===== src/design/mnfc_pkg.sv =====
// shared types, constants and code functions for the manchester nibble frame codec
package mnfc_pkg;

  localparam int MAX_LINE_BYTES = 64;
  localparam int LIMIT_CAP      = (MAX_LINE_BYTES - 2) / 2;
  localparam int LIMIT_W        = 5;
  localparam int CNT_W          = 6;
  localparam logic [LIMIT_W-1:0] LIMIT_CAP_V =
    LIMIT_W'((LIMIT_CAP > 31) ? 31 : LIMIT_CAP);
  localparam logic [LIMIT_W-1:0] LIMIT_RESET = 5'd31;

  localparam int OPQ_DEPTH = 4;
  localparam int OPQ_PTR_W = $clog2(OPQ_DEPTH);
  localparam int OPQ_CNT_W = $clog2(OPQ_DEPTH + 1);

  localparam logic [7:0] HDR_BYTE  = 8'h55 & 8'hfc;
  localparam logic [7:0] TERM_BYTE = 8'h00;

  localparam logic CMD_ENC = 1'b0;
  localparam logic CMD_DEC = 1'b1;

  localparam int FLAG_FRAMING = 0;
  localparam int FLAG_SIZE    = 1;
  localparam int FLAG_CODE    = 2;

  localparam logic [1:0] ST_OK    = 2'd0;
  localparam logic [1:0] ST_PROTO = 2'd1;
  localparam logic [1:0] ST_LONG  = 2'd2;

  // result slots of one item, issued lowest first
  localparam int RES_HDR  = 0;
  localparam int RES_LO   = 1;
  localparam int RES_HI   = 2;
  localparam int RES_BYTE = 3;
  localparam int RES_TERM = 4;
  localparam int RES_N    = 5;

  typedef struct packed {
    logic       hdr;
    logic       enc;
    logic       dec;
    logic       term;
    logic       term_pres;
    logic [1:0] status;
    logic [7:0] data;
  } op_t;

  function automatic logic [7:0] nib_code(input logic [3:0] n);
    return {n[3], ~n[3], n[2], ~n[2], n[1], ~n[1], n[0], ~n[0]};
  endfunction

  // {valid, nibble}
  function automatic logic [4:0] code_to_nib(input logic [7:0] b);
    logic ok;
    ok = (b[7] ^ b[6]) & (b[5] ^ b[4]) & (b[3] ^ b[2]) & (b[1] ^ b[0]);
    return {ok, b[7], b[5], b[3], b[1]};
  endfunction

  function automatic logic [1:0] status_of(input logic [2:0] flags);
    logic [1:0] st;
    if (flags[FLAG_FRAMING]) st = ST_PROTO;
    else if (flags[FLAG_SIZE]) st = ST_LONG;
    else if (flags[FLAG_CODE]) st = ST_PROTO;
    else st = ST_OK;
    return st;
  endfunction

endpackage


===== src/design/manchester_nibble_frame_codec_top.sv =====
// top level of the manchester nibble frame codec
// The front end takes one item per cycle whenever the four-entry op queue has room,
// and the back end drains one result item per cycle from that queue into the output
// register whenever that register is empty or popped. An encode item gives two line
// bytes while the frame is under its size limit, plus one for the frame header when
// it opens a frame and one for the terminator when it ends one; a decode item gives at
// most one result, so decode runs at one item per cycle while the output is popped.
module manchester_nibble_frame_codec_top (
  input  logic       clk_i,
  input  logic       rst_ni,
  input  logic       cfg_we_i,
  input  logic [4:0] cfg_wdata_i,
  input  logic       push,
  output logic       full,
  input  logic       cmd_i,
  input  logic [7:0] data_byte_i,
  input  logic       frame_end_i,
  input  logic       pop,
  output logic       empty,
  output logic [7:0] out_byte_o,
  output logic       byte_present_o,
  output logic       run_last_o,
  output logic [1:0] frame_status_o
);

  logic          accept;
  logic          op_valid;
  mnfc_pkg::op_t op_in, op_out;
  logic          q_avail, q_rd;

  assign accept = push && !full;

  mnfc_front u_front (
    .clk_i       (clk_i),
    .rst_ni      (rst_ni),
    .cfg_we_i    (cfg_we_i),
    .cfg_wdata_i (cfg_wdata_i),
    .accept_i    (accept),
    .cmd_i       (cmd_i),
    .data_byte_i (data_byte_i),
    .frame_end_i (frame_end_i),
    .op_valid_o  (op_valid),
    .op_o        (op_in)
  );

  mnfc_opq u_opq (
    .clk_i   (clk_i),
    .rst_ni  (rst_ni),
    .wr_i    (op_valid),
    .wr_op_i (op_in),
    .full_o  (full),
    .rd_i    (q_rd),
    .avail_o (q_avail),
    .rd_op_o (op_out)
  );

  mnfc_back u_back (
    .clk_i          (clk_i),
    .rst_ni         (rst_ni),
    .avail_i        (q_avail),
    .op_i           (op_out),
    .rd_o           (q_rd),
    .pop_i          (pop),
    .empty_o        (empty),
    .out_byte_o     (out_byte_o),
    .byte_present_o (byte_present_o),
    .run_last_o     (run_last_o),
    .frame_status_o (frame_status_o)
  );

endmodule


===== src/design/mnfc_front.sv =====
// front end: takes items, tracks frame state and issues at most one op per item
module mnfc_front (
  input  logic                           clk_i,
  input  logic                           rst_ni,
  input  logic                           cfg_we_i,
  input  logic [mnfc_pkg::LIMIT_W-1:0]   cfg_wdata_i,
  input  logic                           accept_i,
  input  logic                           cmd_i,
  input  logic [7:0]                     data_byte_i,
  input  logic                           frame_end_i,
  output logic                           op_valid_o,
  output mnfc_pkg::op_t                  op_o
);

  logic [mnfc_pkg::LIMIT_W-1:0] limit_q;
  logic                         inside_q, inside_d;
  logic [mnfc_pkg::CNT_W-1:0]   cnt_q, cnt_d;
  logic                         hp_q, hp_d;
  logic [3:0]                   held_q, held_d;
  logic [2:0]                   flags_q, flags_d;

  logic [mnfc_pkg::LIMIT_W-1:0] limit_now;
  logic                         room;
  logic [4:0]                   dec_nib;
  mnfc_pkg::op_t                op;

  assign limit_now = (limit_q < mnfc_pkg::LIMIT_CAP_V) ? limit_q : mnfc_pkg::LIMIT_CAP_V;
  assign room      = cnt_q < {1'b0, limit_now};
  assign dec_nib   = mnfc_pkg::code_to_nib(data_byte_i);

  always_comb begin
    inside_d     = 1'b1;
    cnt_d        = cnt_q;
    hp_d         = hp_q;
    held_d       = held_q;
    flags_d      = flags_q;
    op           = '0;
    op.term_pres = 1'b1;
    if (cmd_i == mnfc_pkg::CMD_ENC) begin
      op.hdr  = !inside_q;
      op.data = data_byte_i;
      if (room) begin
        cnt_d  = cnt_q + 1'b1;
        op.enc = 1'b1;
      end else begin
        flags_d[mnfc_pkg::FLAG_SIZE] = 1'b1;
      end
      op.term = frame_end_i;
    end else if (!inside_q) begin
      if (frame_end_i) begin
        flags_d[mnfc_pkg::FLAG_FRAMING] = 1'b1;
        op.term      = 1'b1;
        op.term_pres = 1'b0;
      end
    end else if (frame_end_i) begin
      if (data_byte_i != mnfc_pkg::TERM_BYTE || hp_q) flags_d[mnfc_pkg::FLAG_FRAMING] = 1'b1;
      op.term      = 1'b1;
      op.term_pres = 1'b0;
    end else if (!hp_q) begin
      if (!dec_nib[4]) flags_d[mnfc_pkg::FLAG_CODE] = 1'b1;
      held_d = dec_nib[4] ? dec_nib[3:0] : 4'h0;
      hp_d   = 1'b1;
    end else begin
      hp_d   = 1'b0;
      held_d = 4'h0;
      op.data = {dec_nib[3:0], held_q};
      if (room) begin
        cnt_d = cnt_q + 1'b1;
        if (!dec_nib[4]) flags_d[mnfc_pkg::FLAG_CODE] = 1'b1;
        else if (!flags_q[mnfc_pkg::FLAG_CODE]) op.dec = 1'b1;
      end else begin
        flags_d[mnfc_pkg::FLAG_SIZE] = 1'b1;
      end
    end
    op.status = mnfc_pkg::status_of(flags_d);
    if (op.term) begin
      inside_d = 1'b0;
      cnt_d    = '0;
      hp_d     = 1'b0;
      held_d   = 4'h0;
      flags_d  = '0;
    end
  end

  assign op_o       = op;
  assign op_valid_o = accept_i && (op.hdr || op.enc || op.dec || op.term);

  always_ff @(posedge clk_i or negedge rst_ni) begin
    if (!rst_ni) begin
      limit_q  <= mnfc_pkg::LIMIT_RESET;
      inside_q <= 1'b0;
      cnt_q    <= '0;
      hp_q     <= 1'b0;
      held_q   <= 4'h0;
      flags_q  <= '0;
    end else begin
      if (cfg_we_i) limit_q <= cfg_wdata_i;
      if (accept_i) begin
        inside_q <= inside_d;
        cnt_q    <= cnt_d;
        hp_q     <= hp_d;
        held_q   <= held_d;
        flags_q  <= flags_d;
      end
    end
  end

endmodule


===== src/design/mnfc_opq.sv =====
// short op queue between front and back end
module mnfc_opq (
  input  logic          clk_i,
  input  logic          rst_ni,
  input  logic          wr_i,
  input  mnfc_pkg::op_t wr_op_i,
  output logic          full_o,
  input  logic          rd_i,
  output logic          avail_o,
  output mnfc_pkg::op_t rd_op_o
);

  mnfc_pkg::op_t                  mem_q [mnfc_pkg::OPQ_DEPTH];
  logic [mnfc_pkg::OPQ_PTR_W-1:0] wptr_q, rptr_q;
  logic [mnfc_pkg::OPQ_CNT_W-1:0] cnt_q;

  assign full_o  = cnt_q == mnfc_pkg::OPQ_CNT_W'(mnfc_pkg::OPQ_DEPTH);
  assign avail_o = cnt_q != '0;
  assign rd_op_o = mem_q[rptr_q];

  always_ff @(posedge clk_i) begin
    if (wr_i) mem_q[wptr_q] <= wr_op_i;
  end

  always_ff @(posedge clk_i or negedge rst_ni) begin
    if (!rst_ni) begin
      wptr_q <= '0;
      rptr_q <= '0;
      cnt_q  <= '0;
    end else begin
      if (wr_i) wptr_q <= wptr_q + 1'b1;
      if (rd_i) rptr_q <= rptr_q + 1'b1;
      if (wr_i && !rd_i) cnt_q <= cnt_q + 1'b1;
      else if (rd_i && !wr_i) cnt_q <= cnt_q - 1'b1;
    end
  end

endmodule


===== src/design/mnfc_back.sv =====
// back end: expands each op into result items, one per cycle while the output register is free or popped
module mnfc_back (
  input  logic          clk_i,
  input  logic          rst_ni,
  input  logic          avail_i,
  input  mnfc_pkg::op_t op_i,
  output logic          rd_o,
  input  logic          pop_i,
  output logic          empty_o,
  output logic [7:0]    out_byte_o,
  output logic          byte_present_o,
  output logic          run_last_o,
  output logic [1:0]    frame_status_o
);

  logic [mnfc_pkg::RES_N-1:0] done_q, done_d;
  logic [mnfc_pkg::RES_N-1:0] mask, rest, pick;
  logic                       out_valid_q;
  logic [7:0]                 byte_q, byte_d;
  logic                       pres_q, pres_d;
  logic                       last_q, last_d;
  logic [1:0]                 stat_q, stat_d;
  logic                       load;

  always_comb begin
    mask = '0;
    mask[mnfc_pkg::RES_HDR]  = op_i.hdr;
    mask[mnfc_pkg::RES_LO]   = op_i.enc;
    mask[mnfc_pkg::RES_HI]   = op_i.enc;
    mask[mnfc_pkg::RES_BYTE] = op_i.dec;
    mask[mnfc_pkg::RES_TERM] = op_i.term;
  end

  assign rest = mask & ~done_q;
  assign pick = rest & (~rest + 1'b1);
  assign load = avail_i && (!out_valid_q || pop_i);
  assign rd_o = load && (rest == pick);

  always_comb begin
    byte_d = op_i.data;
    pres_d = 1'b1;
    last_d = 1'b0;
    stat_d = mnfc_pkg::ST_OK;
    unique case (1'b1)
      pick[mnfc_pkg::RES_HDR]:  byte_d = mnfc_pkg::HDR_BYTE;
      pick[mnfc_pkg::RES_LO]:   byte_d = mnfc_pkg::nib_code(op_i.data[3:0]);
      pick[mnfc_pkg::RES_HI]:   byte_d = mnfc_pkg::nib_code(op_i.data[7:4]);
      pick[mnfc_pkg::RES_BYTE]: byte_d = op_i.data;
      pick[mnfc_pkg::RES_TERM]: begin
        byte_d = mnfc_pkg::TERM_BYTE;
        pres_d = op_i.term_pres;
        last_d = 1'b1;
        stat_d = op_i.status;
      end
      default: byte_d = op_i.data;
    endcase
    done_d = done_q;
    if (load) done_d = rd_o ? '0 : (done_q | pick);
  end

  always_ff @(posedge clk_i or negedge rst_ni) begin
    if (!rst_ni) begin
      done_q      <= '0;
      out_valid_q <= 1'b0;
    end else begin
      done_q <= done_d;
      if (load) out_valid_q <= 1'b1;
      else if (pop_i) out_valid_q <= 1'b0;
    end
  end

  always_ff @(posedge clk_i) begin
    if (load) begin
      byte_q <= byte_d;
      pres_q <= pres_d;
      last_q <= last_d;
      stat_q <= stat_d;
    end
  end

  assign empty_o        = !out_valid_q;
  assign out_byte_o     = byte_q;
  assign byte_present_o = pres_q;
  assign run_last_o     = last_q;
  assign frame_status_o = stat_q;

endmodule


===== config.mk =====
export PLATFORM = sky130hd
export DESIGN_NAME = manchester_nibble_frame_codec_top
export DESIGN_NICKNAME = d
export VERILOG_FILES = /design/src/design/mnfc_pkg.sv /design/src/design/manchester_nibble_frame_codec_top.sv /design/src/design/mnfc_front.sv /design/src/design/mnfc_opq.sv /design/src/design/mnfc_back.sv
export SDC_FILE = /design/constraint.sdc
export NUM_CORES = 1
export LEC_CHECK = 0
export ABC_AREA = 1
export BUFFER_PORTS_ARGS = -buffer_cell sky130_fd_sc_hd__buf_2
export CAP_MARGIN = 30
export CORE_MARGIN = 2
export CORE_UTILIZATION = 55
export CTS_CLUSTER_DIAMETER = 80
export CTS_CLUSTER_SIZE = 14
export DETAILED_ROUTE_END_ITERATION = 12
export GPL_ROUTABILITY_DRIVEN = 1
export PLACE_DENSITY = 0.74
export SKIP_CTS_REPAIR_TIMING = 1
export SYNTH_ARGS = -nofsm -noshare
export SYNTH_HDL_FRONTEND = slang
export SYNTH_SLANG_ARGS = --single-unit

===== constraint.sdc =====
create_clock -name clk_i -period 5.2 [get_ports clk_i]
set_input_delay 0.26 -clock clk_i [delete_from_list [all_inputs] [get_ports clk_i]]
set_output_delay 0.26 -clock clk_i [all_outputs]
set_load 0.05 [all_outputs]

# Word level (Yosys, flattened, before mapping)
# Memories as Yosys holds them, arrays and structs flattened.
# Index checks and enable logic that the tools add are counted.
[totals]
register_bits = 45
word_cells = 136
n_memories = 1
mem_bits_rw = 60
output_inout_bits = 14
in_bits = 20
[classes]
n_eq_ne = 6
addsub = 6
mux = 62
n_lt_le_gt_ge = 2
n_reduce_logical = 24
bitwise_logic = 20
[memory_table]
columns = ["name", "words", "width", "rd", "rd_ports_with_merged_regs", "wr", "line", "source"]
rows = [
  ["u_opq.mem_q", 4, 15, 1, 0, 1, "mnfc_opq.sv:13", "mnfc_pkg::op_t mem_q [mnfc_pkg::OPQ_DEPTH];"],
]
[op_table]
columns = ["operator", "count"]
rows = [
  ["two-way mux 6 bit", 6],
  ["two-way mux 1 bit", 34],
  ["two-way mux 8 bit", 4],
  ["one-hot mux 8 bit (4 select lines)", 1],
  ["two-way mux 4 bit", 6],
  ["two-way mux 2 bit", 6],
  ["AND 5 bit", 2],
  ["two-way mux 5 bit", 2],
  ["inverter 5 bit", 2],
  ["two-way mux 3 bit", 3],
  ["inverter 1 bit", 8],
  ["AND reduction 4 bit", 2],
  ["nonzero test 2 bit", 4],
  ["nonzero test 8 bit", 1],
  ["adder 6 x 1 -> 6 bit, second input constant", 1],
  ["logical AND 1 bit", 6],
  ["less-than comparator 6 x 5 -> 1 bit", 1],
  ["!= test 3 x 1 -> 1 bit, second input constant", 2],
  ["adder 5 x 1 -> 5 bit, second input constant", 1],
  ["equality test 5 bit", 1],
  ["logical NOT 1 bit", 5],
  ["logical OR 1 bit", 5],
  ["less-than comparator 5 bit, second input constant", 1],
  ["OR 5 bit", 1],
  ["9 further kinds", 15],
]

# Logic depth before layout (Yosys ltp)
# Gate-level depths: netlist of run 1.
[logic_depth]
word_depth = 17
depth_mapped = 16
depth_no_buf = 16

# Cells and area by module
# From an unflattened synthesis of run 1, not the netlist that was laid out.
[hier_totals]
hier_cells = 507
hier_area_um2 = 5162.5
[by_module_without_submodules]
columns = ["module", "seq_area_each_um2", "cells_per_inst", "area_per_inst_um2", "n_inst"]
rows = [
  ["mnfc_opq", 1976.9, 224, 2860.2, 1],
  ["mnfc_front", 506.7, 174, 1315.0, 1],
  ["mnfc_back", 510.5, 107, 977.2, 1],
  ["manchester_nibble_frame_codec_top", 0.0, 2, 10.0, 1],
]

# Least setup slack after synthesis of run 1
# OpenSTA, ideal clock, no wires.
[synth_path]
kind = "reg-to-reg"
start = "register u_front.limit_q[3] (netlist name)"
end = "register u_opq.cnt_q[2] (netlist name)"
t_arrival_ns = 2.646
stages_incl_launch_ff = 16
required_ns = 5.069
path_slack_ns = 2.423
path_buffers = 0
setup_ns = 0.131
period_less_slack_ns = 2.777
cell_sequence = "dfstp_2 inv_1 ha_1 a21oi_1 nor2_1 nor3_1 nand3_1 nand3_1 nand2_1 inv_1 ha_1 inv_1 fa_1 a21oi_1 o21ai_0 xor2_1"
[synth_between]
elab_chain_len = 14
word_cells_on_any_way = 19
[synth_rtl]
columns = ["element", "line", "source"]
rows = [
  ["start: declaration", "mnfc_front.sv:15", "logic [mnfc_pkg::LIMIT_W-1:0] limit_q;"],
  ["start signal: assignment", "mnfc_front.sv:90", "limit_q <= mnfc_pkg::LIMIT_RESET;"],
  ["start signal: assignment", "mnfc_front.sv:97", "if (cfg_we_i) limit_q <= cfg_wdata_i;"],
  ["less-than comparator 5 bit", "mnfc_front.sv:27", "assign limit_now = (limit_q < mnfc_pkg::LIMIT_CAP_V) ? limit_q : mnfc_pkg::LIMIT_CAP_V;"],
  ["two-way mux 5 bit *", "mnfc_front.sv:27", ""],
  ["less-than comparator 6 x 5 -> 1 bit *", "mnfc_front.sv:28", "assign room = cnt_q < {1'b0, limit_now};"],
  ["two-way mux 1 bit", "mnfc_front.sv:67", "if (room) begin"],
  ["two-way mux 1 bit", "mnfc_front.sv:59", "end else if (!hp_q) begin"],
  ["two-way mux 1 bit", "mnfc_front.sv:55", "end else if (frame_end_i) begin"],
  ["two-way mux 1 bit", "mnfc_front.sv:49", "end else if (!inside_q) begin"],
  ["two-way mux 1 bit", "mnfc_front.sv:39", "if (cmd_i == mnfc_pkg::CMD_ENC) begin"],
  ["logical OR 1 bit * (2 in series)", "mnfc_front.sv:86", "assign op_valid_o = accept_i && (op.hdr || op.enc || op.dec || op.term);"],
  ["logical AND 1 bit *", "mnfc_front.sv:86", ""],
  ["via op_valid", "manchester_nibble_frame_codec_top.sv:27", "logic op_valid;"],
  ["logical NOT 1 bit", "mnfc_opq.sv:34", "else if (rd_i && !wr_i) cnt_q <= cnt_q - 1'b1;"],
  ["logical AND 1 bit", "mnfc_opq.sv:34", ""],
  ["nonzero test 2 bit (no line)", "--", ""],
  ["end signal: assignment", "mnfc_opq.sv:33", "if (wr_i && !rd_i) cnt_q <= cnt_q + 1'b1;"],
  ["end signal: assignment", "mnfc_opq.sv:34", ""],
  ["end: declaration", "mnfc_opq.sv:15", "logic [mnfc_pkg::OPQ_CNT_W-1:0] cnt_q;"],
]
# The timed path passes the listed nets; every way through them passes the cells marked *.
# A chain may end at the register's enable or synchronous reset.

# Worst setup path in the final report of run 1
[layout_path]
start = "register u_front.limit_q[3] (netlist name)"
end = "memory u_opq.mem_q[1][4] (netlist name) (enable)"
[layout_between]
elab_chain_len = 13
word_cells_on_any_way = 16
[layout_rtl]
columns = ["element", "line", "source"]
rows = [
  ["less-than comparator 5 bit", "mnfc_front.sv:27", ""],
  ["two-way mux 5 bit *", "mnfc_front.sv:27", ""],
  ["less-than comparator 6 x 5 -> 1 bit *", "mnfc_front.sv:28", ""],
  ["two-way mux 1 bit", "mnfc_front.sv:67", ""],
  ["two-way mux 1 bit", "mnfc_front.sv:59", ""],
  ["two-way mux 1 bit", "mnfc_front.sv:55", ""],
  ["two-way mux 1 bit", "mnfc_front.sv:49", ""],
  ["two-way mux 1 bit", "mnfc_front.sv:39", ""],
  ["logical OR 1 bit * (2 in series)", "mnfc_front.sv:86", ""],
  ["logical AND 1 bit *", "mnfc_front.sv:86", ""],
  ["two-way mux 1 bit *", "mnfc_opq.sv:22", "if (wr_i) mem_q[wptr_q] <= wr_op_i;"],
  ["two-way mux 1 bit (not written as such) *", "mnfc_opq.sv:22", ""],
  ["end: declaration", "mnfc_opq.sv:13", ""],
]
# Mark *: on every way between the ends. The rest lies on a longest branch, timed or not.

==> impl_results.md, run 1 <==
* Pwr Density at 563 mW/mm^2
* Compound-Gate Fraction of Synth Area at 10.8%
* Synth Area in Simple Gates at 16.0%
* Power Total at 0.00300 W
* Clk_skew at 0.0168 ns
* Vias in the first global route at 3371
* Row count at 34
* Least-Margin Pin Slew at 0.807 ns
* Yosys reg bits at 105
* Maximum root-to-sink buffer count at 2
* Ports at 34
* Antenna diodes at 0
* Top layer in use: met4
* Initial antenna violation count at 0
* Count of different cell masters after synthesis at 39
* Clock Sink Count at 105
* Int Pwr at 0.00169 W
* Sequential fraction of the synthesis area at 61.5%
* Post-route ant nets at 0
* Slew Limit Fails at 0
* Slowest-stage cell, CP: nor2_1
* Clock Power Share at 15.1%
* RSZ-0062 raised after global routing: false
* Via density per instance at 5.58
* Syn nets at 505
* Static Leak at 2.35 nW
* Via count at 3473
* Seq pwr share at 41.2%
* Period Utilization, post-route at 60.4%
* Width of the die at 98.1 um
* Clk_lat worst skew at 0.37 ns
* VDD IR max at 0.000205 V
* H-Tree Depth at 3
* Core area at 0.00864 sq mm
* Largest family of logic cells by synthesized area: simple AND/OR/NAND/NOR gates
* CP Max Fanout at 8
* Starting Density at 56.4%
* Syn_area_per_cell at 10.4 sq um
* Largest net degree at the start of global routing at 34
* Routed Wire Length at 9670 um
* Post-Syn Instances at 470
* Required time of the worst setup path at 5.28 ns
* DR WL/cell at 15.5 um
* Setup TNS at 0 ns
* Post-synthesis mux area share at 0%
* PortBufs at 33
* Setup WS pre-CTS at 2.12 ns
* Reg2reg setup slack at 2.06 ns
* Syn-to-layout area delta at 9.38%
* CTS root buffer: clkbuf_8
* Headroom to the max-slew limit at 46.0%
* Final net count at 544
* Fmax at 318 MHz
* Max incr delay on CP at 0.67 ns
* Met2 wire len at 4770 um
* Max-Cap Viols at 0
* Combinational share of power at 43.8%
* Final hold viol count at 28
* Sw power at 0.00131 W
* R2R depth at 10
* Critical Path, Cell by Cell: inv_1 > ha_1 > a21oi_1 > nor2_1 > nor3_1 > nand3_1 > nand3_1 > nand2_1 > nor2_1 > buf_4
* Status: finished with violations
* Switching part of the total at 43.6%
* Synth warn at 0
* Grt total ovfl at 0
* Initial drt markers at 214
* Xor/xnor share of the synthesized area at 1.26%
* Die area at 0.00962 sq mm
* Worst hold slack at -0.0447 ns
* Placed insts at 606
* Worst reg2reg path endpoint: u_opq.mem_q[1][4]
* Global-route wire length before repair at 16200 um
* Detailed Routing Iterations Pass 1 at 5
* Setup crit end: u_opq.mem_q[1][4]
* Final worst slack at 2.06 ns
* GRT Util Overall at 21.1%
* Met3 wire length at 456 um
* Startpoint Class: flip-flop
* Die Y-Extent at 98.1 um
* CP Launch Point: u_front.limit_q[3]
* Adder-Cell Fraction of Synth Area at 4.01%
* CTS Buf Count at 9
* Crit path kind: flip-flop to flip-flop
* Post-DP HPWL at 6680 um
* Failing checks: negative hold slack
* Endpoint class of the critical path: flip-flop
* Critical R2R Launch: u_front.limit_q[3]
* Layout cell share with drive strength beyond 1 at 14.8%
* CP Data Arrival Time at 3.22 ns
* Residual DRC at 0
* Hold Path Class: input pin to async pin
* Metal-1 WL at 4250 um
* Worst-path clk slew at 0.10 ns
* CTS tree: done
* Fin crit period at 3.14 ns
* GPL Wtd Cong at 0.855
* Final setup fails at 0
* Finished Layout Cells at 622
* Filler cells at 711
* Area of the mapped netlist at 0.00487 sq mm
## cell usage in the layout, fill, tap and decap left out, types with 5 or more instances in the layout
master    synthesis  final
clkbuf_8          0      9
edfxtp_1         72     72
inv_2             8      8
a21oi_1          20     20
buf_2             5     33
dfstp_2           5      5
nor2_1           47     47
o21ai_0          35     35
nand4_1           6      6
nand3_1          23     23
nand2_1          92     92
ha_1             14     14
dfrtp_1          28     28
buf_4             1      6
xor2_1            6      6
o22ai_1           8      8
inv_1            58     58
o32ai_1           7      7
## per-layer routing
metal,up-vias,GRT usage [%]
met5,-,0
met4,0,6.73
met3,22,5.01
met2,100,34.3
met1,1674,28.4
li1,1677,-
## through the flow
| step | cell area (sq um) | util (%) |
|---|---|---|
| floorplan | 4870 | - |
| global placement | 5160 | 59.7 |
| detailed placement | 5160 | 59.7 |
| CTS | 5330 | 61.7 |
| global route | 5330 | 61.7 |
| finish | 5330 | 61.7 |
## power by group through the flow
stage / logic, W / registers [W] / clock network, W
2_1_floorplan: 0.000852 / 0.00140 / 0
3_3_place_gp: 0.00125 / 0.00125 / 0
3_5_place_dp: 0.00130 / 0.00125 / 0
4_1_cts: 0.00131 / 0.00123 / 0.000465
5_1_grt: 0.00146 / 0.00125 / 0.000488
6_report: 0.00131 / 0.00123 / 0.000452
## state kept, by name, summed over array words and instances (netlist names), 2 cells and up
signal / flops
u_opq.rptr_q: 2
u_front.cnt_q: 6
u_front.limit_q: 5
u_back.frame_status_o: 2
u_front.flags_q: 3
u_back.done_q: 5
u_opq.wptr_q: 2
u_front.held_q: 4
u_opq.mem_q: 60
u_back.out_byte_o: 8
u_opq.cnt_q: 3
## synthesized netlist by cell type
| cell | number | area share (%) |
|---|---|---|
| a21oi_1 | 20 | 2.1 |
| a22oi_1 | 3 | 0.46 |
| a31o_2 | 1 | 0.18 |
| a31oi_1 | 1 | 0.13 |
| a31oi_2 | 1 | 0.26 |
| a32o_1 | 1 | 0.21 |
| a32oi_1 | 3 | 0.54 |
| buf_2 | 5 | 0.51 |
| buf_4 | 1 | 0.15 |
| buf_6 | 1 | 0.23 |
| clkbuf_1 | 4 | 0.31 |
| clkinv_1 | 1 | 0.077 |
| dfrtp_1 | 28 | 14 |
| dfstp_2 | 5 | 2.7 |
| edfxtp_1 | 72 | 44 |
| fa_1 | 1 | 0.41 |
| ha_1 | 14 | 3.6 |
| inv_1 | 58 | 4.5 |
| inv_2 | 8 | 0.62 |
| nand2_1 | 92 | 7.1 |
| nand2_2 | 2 | 0.26 |
| nand3_1 | 23 | 2.4 |
| nand3_2 | 2 | 0.41 |
| nand3_4 | 3 | 1.1 |
| nand4_1 | 6 | 0.77 |
| nor2_1 | 47 | 3.6 |
| nor2_4 | 1 | 0.23 |
| nor3_1 | 2 | 0.21 |
| o211ai_2 | 1 | 0.26 |
| o21ai_0 | 35 | 3.6 |
| o21ai_1 | 2 | 0.21 |
| o21bai_1 | 1 | 0.15 |
| o221ai_1 | 1 | 0.18 |
| o22a_1 | 1 | 0.18 |
| o22ai_1 | 8 | 1.0 |
| o31ai_1 | 1 | 0.15 |
| o32ai_1 | 7 | 1.3 |
| xnor2_1 | 1 | 0.18 |
| xor2_1 | 6 | 1.1 |
## area by class of cell
cell class | count | area (sq um) | share of cell area, %
tap | 108 | 135 | 2.54
clock buffer | 11 | 131 | 2.47
sequential | 105 | 2990 | 56.2
inverter | 67 | 251 | 4.72
timing repair buffer | 39 | 210 | 3.95
multi-input combinational | 287 | 1570 | 29.4
clock inverter | 5 | 38.8 | 0.728
## critical path: cells and delay by family, from the launching register on
family / cells / cell delay, ns
DFF: 1 / 0.53
adders and majority gates: 1 / 0.29
AOI/OAI and AO/OA: 1 / 0.15
buffers and inverters: 2 / 0.34
and+or+nand+nor: 6 / 1.53
## worst min-delay path by stage
stage	endpoint	slack (ns)
floorplan	u_back.done_q[0]	-0.04
global placement	u_back.done_q[1]	0.38
detailed placement	u_back.done_q[1]	0.39
CTS	u_front.flags_q[1]	-0.02
global route	u_front.cnt_q[4]	0.03
finish	u_back.done_q[1]	-0.04
## cell families (layout without fill, tap and decap cells)
family | count (synthesis) | count (layout)
compound gates | 87 | 87
flops | 105 | 105
buf+inv | 78 | 122
simple gates | 178 | 178
fa+ha+maj | 15 | 15
xor+xnor | 7 | 7
No activity file was read; power rests on OpenSTA's default activity.
==> run 2: changes to the inputs <==
--- a/config.mk
+++ b/config.mk
@@ -5,7 +5,7 @@
 export SDC_FILE = /design/constraint.sdc
 export NUM_CORES = 1
 export LEC_CHECK = 0
-export ABC_AREA = 1
+export ABC_AREA = 0
 export BUFFER_PORTS_ARGS = -buffer_cell sky130_fd_sc_hd__buf_2
 export CAP_MARGIN = 30
 export CORE_MARGIN = 2
==> constraint.sdc (replaced) <==
create_clock -name clk_i -period 3 [get_ports clk_i]
set_input_delay 0.15 -clock clk_i [delete_from_list [all_inputs] [get_ports clk_i]]
set_output_delay 0.15 -clock clk_i [all_outputs]
set_load 0.05 [all_outputs]
==> run 2 against run 1 <==
Effect of this change: the run still ends with negative hold slack left; sequential share of layout area fell by 0.36 points; highest routed layer unchanged; via count down 17%; critical path depth is 3 higher; total power up 81%; sequential cell count did not move; final cell count shrank 18%; die area down 3.3%.
==> impl_results.md, run 2 <==
* Endpoint class of the critical path: flip-flop (unchanged)
* Critical R2R Launch: u_front.limit_q[3] (unchanged)
* Storage cell area at 0.00300 sq mm (was 0.00299 sq mm)
* Yosys reg bits at 105 (unchanged)
* Layout cell share with drive strength beyond 1 at 24.8% (was 14.8%)
* Die Y-Extent at 96.5 um (was 98.1 um)
* Final net count at 438 (was 544)
* CTS root buffer: clkbuf_8 (unchanged)
* Via count at 2888 (was 3473)
* Largest net degree at the start of global routing at 34 (unchanged)
* Switching part of the total at 37.3% (was 43.6%)
* Post-route cell area at 0.00536 sq mm (was 0.00533 sq mm)
* Area of the mapped netlist at 0.00470 sq mm (was 0.00487 sq mm)
* Grt total ovfl at 0 (unchanged)
* Setup WS pre-CTS at 0.0668 ns (was 2.12 ns)
* PortBufs at 33 (unchanged)
* Hold Path End: u_front.limit_q[4]
* CTS tree: done (unchanged)
* Clk_lat worst skew at 0.37 ns (about the same)
* Post-route ant nets at 0 (unchanged)
* Reg2reg setup slack at 0.12 ns (was 2.06 ns)
* VDD IR max at 0.000488 V (was 0.000205 V)
* Final worst slack at 0.123 ns (was 2.06 ns)
* Seq pwr share at 41.1% (was 41.2%)
* Top reg by flops: u_opq.mem_q (unchanged)
* Initial antenna violation count at 0 (unchanged)
* Int Pwr at 0.00341 W (was 0.00169 W)
* Syn_area_per_cell at 13.5 sq um (was 10.4 sq um)
* Starting Density at 56.9% (was 56.4%)
* R2R depth at 13 (was 10)
* Count of different cell masters after synthesis at 51 (was 39)
* Max incr delay on CP at 0.53 ns (was 0.67 ns)
* Required time of the worst setup path at 3.30 ns (was 5.28 ns)
* Hold Path Class: input pin to flip-flop (was input pin to async pin)
* Vias in the first global route at 2761 (was 3371)
* Via density per instance at 5.63 (was 5.58)
* Fmax at 348 MHz (was 318 MHz)
* Period Utilization, post-route at 95.9% (was 60.4%)
* Max reg flops at 60 (unchanged)
* Final setup fails at 0 (unchanged)
* Antenna diodes at 0 (unchanged)
* Count leader, synth: edfxtp_1 (was nand2_1)
* Post-DP HPWL at 5910 um (was 6680 um)
* Min-Delay Path Depth at 3
* Slew Limit Fails at 0 (unchanged)
* Worst-path clk slew at 0.11 ns (was 0.10 ns)
* Synth async-reset ratio at 31.4% (unchanged)
* Clock Sink Count at 105 (unchanged)
* Pwr Density at 1010 mW/mm^2 (was 563 mW/mm^2)
* Initial drt markers at 259 (was 214)
* GRT Util Overall at 19.5% (was 21.1%)
* Multi-input gate area at 0.00156 sq mm (was 0.00157 sq mm)
* Routed Wire Length at 8270 um (was 9670 um)
* CTS Buf Count at 9 (unchanged)
* Least-Margin Pin Slew at 0.753 ns (was 0.807 ns)
* Maximum root-to-sink buffer count at 2 (unchanged)
* Sw power at 0.00203 W (was 0.00131 W)
* Top cells by area, synth: edfxtp_1, dfrtp_1, mux4_2 (was edfxtp_1, dfrtp_1, nand2_1)
* Share of the synthesized area in the top cell type at 46.0% (was 44.4%)
* Syn nets at 384 (was 505)
* Worst hold slack at -0.0195 ns (was -0.0447 ns)
* Worst hold start: cfg_wdata_i[4]
* Die area at 0.00930 sq mm (was 0.00962 sq mm)
* Detailed Routing Iterations Pass 1 at 5 (unchanged)
* Combinational share of power at 40.8% (was 43.8%)
* H-Tree Depth at 3 (unchanged)
* Placed Instance Area at 0.00507 sq mm (was 0.00516 sq mm)
* Dominant cell type by area after synthesis: edfxtp_1 (unchanged)
* Fin crit period at 2.88 ns (was 3.14 ns)
* Commonest non-fill, non-tap cell in the layout: edfxtp_1 (was nand2_1)
* Status: finished with violations (unchanged)
* Headroom to the max-slew limit at 49.8% (was 46.0%)
* Core area at 0.00826 sq mm (was 0.00864 sq mm)
* CP Data Arrival Time at 3.18 ns (was 3.22 ns)
* Crit path kind: flip-flop to flip-flop (unchanged)
* Most frequent cells in the layout: edfxtp_1, nand2_1, buf_2, inv_1, dfrtp_1 (was nand2_1, edfxtp_1, inv_1, nor2_1, o21ai_0)
* DR WL/cell at 16.1 um (was 15.5 um)
* Final hold viol count at 2 (was 28)
* Commonest cells in the netlist: edfxtp_1, nand2_1, inv_1, dfrtp_1, o21ai_0 (was nand2_1, edfxtp_1, inv_1, nor2_1, o21ai_0)
* Top FF cell, synth: edfxtp_1 (unchanged)
* Static Leak at 2.16 nW (was 2.35 nW)
* Slowest-stage cell, CP: dfstp_2 (was nor2_1)
* Filler cells at 609 (was 711)
* Worst reg2reg path endpoint: u_opq.cnt_q[2] (was u_opq.mem_q[1][4])
* Max-Cap Viols at 0 (unchanged)
* Critical Path, Cell by Cell: inv_1 > ha_1 > a21o_1 > a211oi_2 > o21ai_1 > a21oi_1 > o31a_2 > ha_1 > inv_1 > fa_1 > xor2_1 > nor2_1 > xor2_1 (was inv_1 > ha_1 > a21oi_1 > nor2_1 > nor3_1 > nand3_1 > nand3_1 > nand2_1 > nor2_1 > buf_4)
* Width of the die at 96.5 um (was 98.1 um)
* Sequential fraction of the synthesis area at 63.7% (was 61.5%)
* EDFF count, synth at 72 (unchanged)
* Failing checks: negative hold slack (unchanged)
* Clock Power Share at 18.1% (was 15.1%)
* Ports at 34 (unchanged)
* Row count at 33 (was 34)
* Startpoint Class: flip-flop (unchanged)
* GPL Wtd Cong at 0.883 (was 0.855)
* Residual DRC at 0 (unchanged)
* Global-route wire length before repair at 13400 um (was 16200 um)
* CP Max Fanout at 2 (was 8)
* Synth warn at 0 (unchanged)
* Syn-to-layout area delta at 14.0% (was 9.38%)
* Clk_skew at 0.0155 ns (was 0.0168 ns)
* Post-Syn Instances at 349 (was 470)
-- run 2: cell types whose count changed in the layout (fill, tap and decap cells not counted), moves of 8 or more --
cell     before  now
a31oi_1       1   10
o21ai_0      35   20
buf_4         6   15
inv_1        58   29
inv_2         8    0
mux4_2        0   14
nor2_1       47   18
nand2_1      92   35
nand3_1      23    2
-- run 2: worst max-delay path by stage --
stage | cells after the start | from | to
finish | 13 | u_front.limit_q[3] | u_opq.cnt_q[2]
detailed placement | 13 | u_front.limit_q[3] | u_opq.cnt_q[2]
CTS | 13 | u_front.limit_q[3] | u_opq.cnt_q[2]
global placement | 13 | u_front.limit_q[3] | u_opq.cnt_q[2]
floorplan | 13 | u_front.limit_q[3] | u_opq.cnt_q[2]
global route | 13 | u_front.limit_q[3] | u_opq.cnt_q[2]
-- run 2: area by class of cell --
class | count | area share (%)
Multi-Input combinational cell | 204 | 29.0
Clock inverter | 7 | 1.98
Inverter | 29 | 2.03
Sequential cell | 105 | 55.9
Timing Repair Buffer | 54 | 6.32
Clock buffer | 9 | 2.31
Tap cell | 105 | 2.45
-- run 2: per-stage QoR --
stage / std cells / hold slack, ns / total power (W) / TNS (ns) / utilization [%]
final: 513 / -0.0195 / 0.00544 / 0 / 64.9
after global routing: 513 / 0.0183 / 0.00579 / -0.0208 / 64.9
after CTS: 508 / -0.152 / 0.00545 / 0 / 64.2
after detailed placement: 492 / 0.258 / 0.00447 / 0 / 61.4
after global placement: 492 / 0.260 / 0.00438 / 0 / 61.4
after floorplan: 349 / -0.146 / 0.00390 / 0 / -
-- run 2: layer usage --
metal  up-vias  share of wire [%]  routed length (um)  GRT usage (%)
met4         0                1.6                 136           8.10
met3        12                3.8                 317           3.72
li1       1394                  -                   -              -
met1      1420                 44                3610           26.2
met5         -                  0                   0              0
met2        62                 51                4210           31.7
-- run 2: power groups by stage --
stage,Combinational [W],Clock [W],Sequential [W]
after CTS,0.00221,0.00101,0.00223
final,0.00222,0.000985,0.00223
after global routing,0.00245,0.00105,0.00228
after floorplan,0.00143,0,0.00247
after detailed placement,0.00221,0,0.00226
after global placement,0.00213,0,0.00224
-- run 2: logic make-up after synthesis --
| family | share of synthesized area (%) |
|---|---|
| multiplexers | 7.85 |
| XOR/XNOR | 1.12 |
| AND/OR/NAND/NOR | 9.77 |
| AO/OA/AOI/OAI | 9.58 |
| adder cells (fa/ha/maj) | 4.60 |
| flip-flops | 63.7 |
| buffers and inverters | 3.41 |
-- run 2: worst max-delay path: cells and delay by family (launching register included) --
| family | cells | cell delay (ns) |
|---|---|---|
| compound gates | 5 | 0.91 |
| xor+xnor | 2 | 0.31 |
| fa+ha+maj | 3 | 0.84 |
| buf+inv | 2 | 0.10 |
| flops | 1 | 0.53 |
| simple gates | 1 | 0.11 |
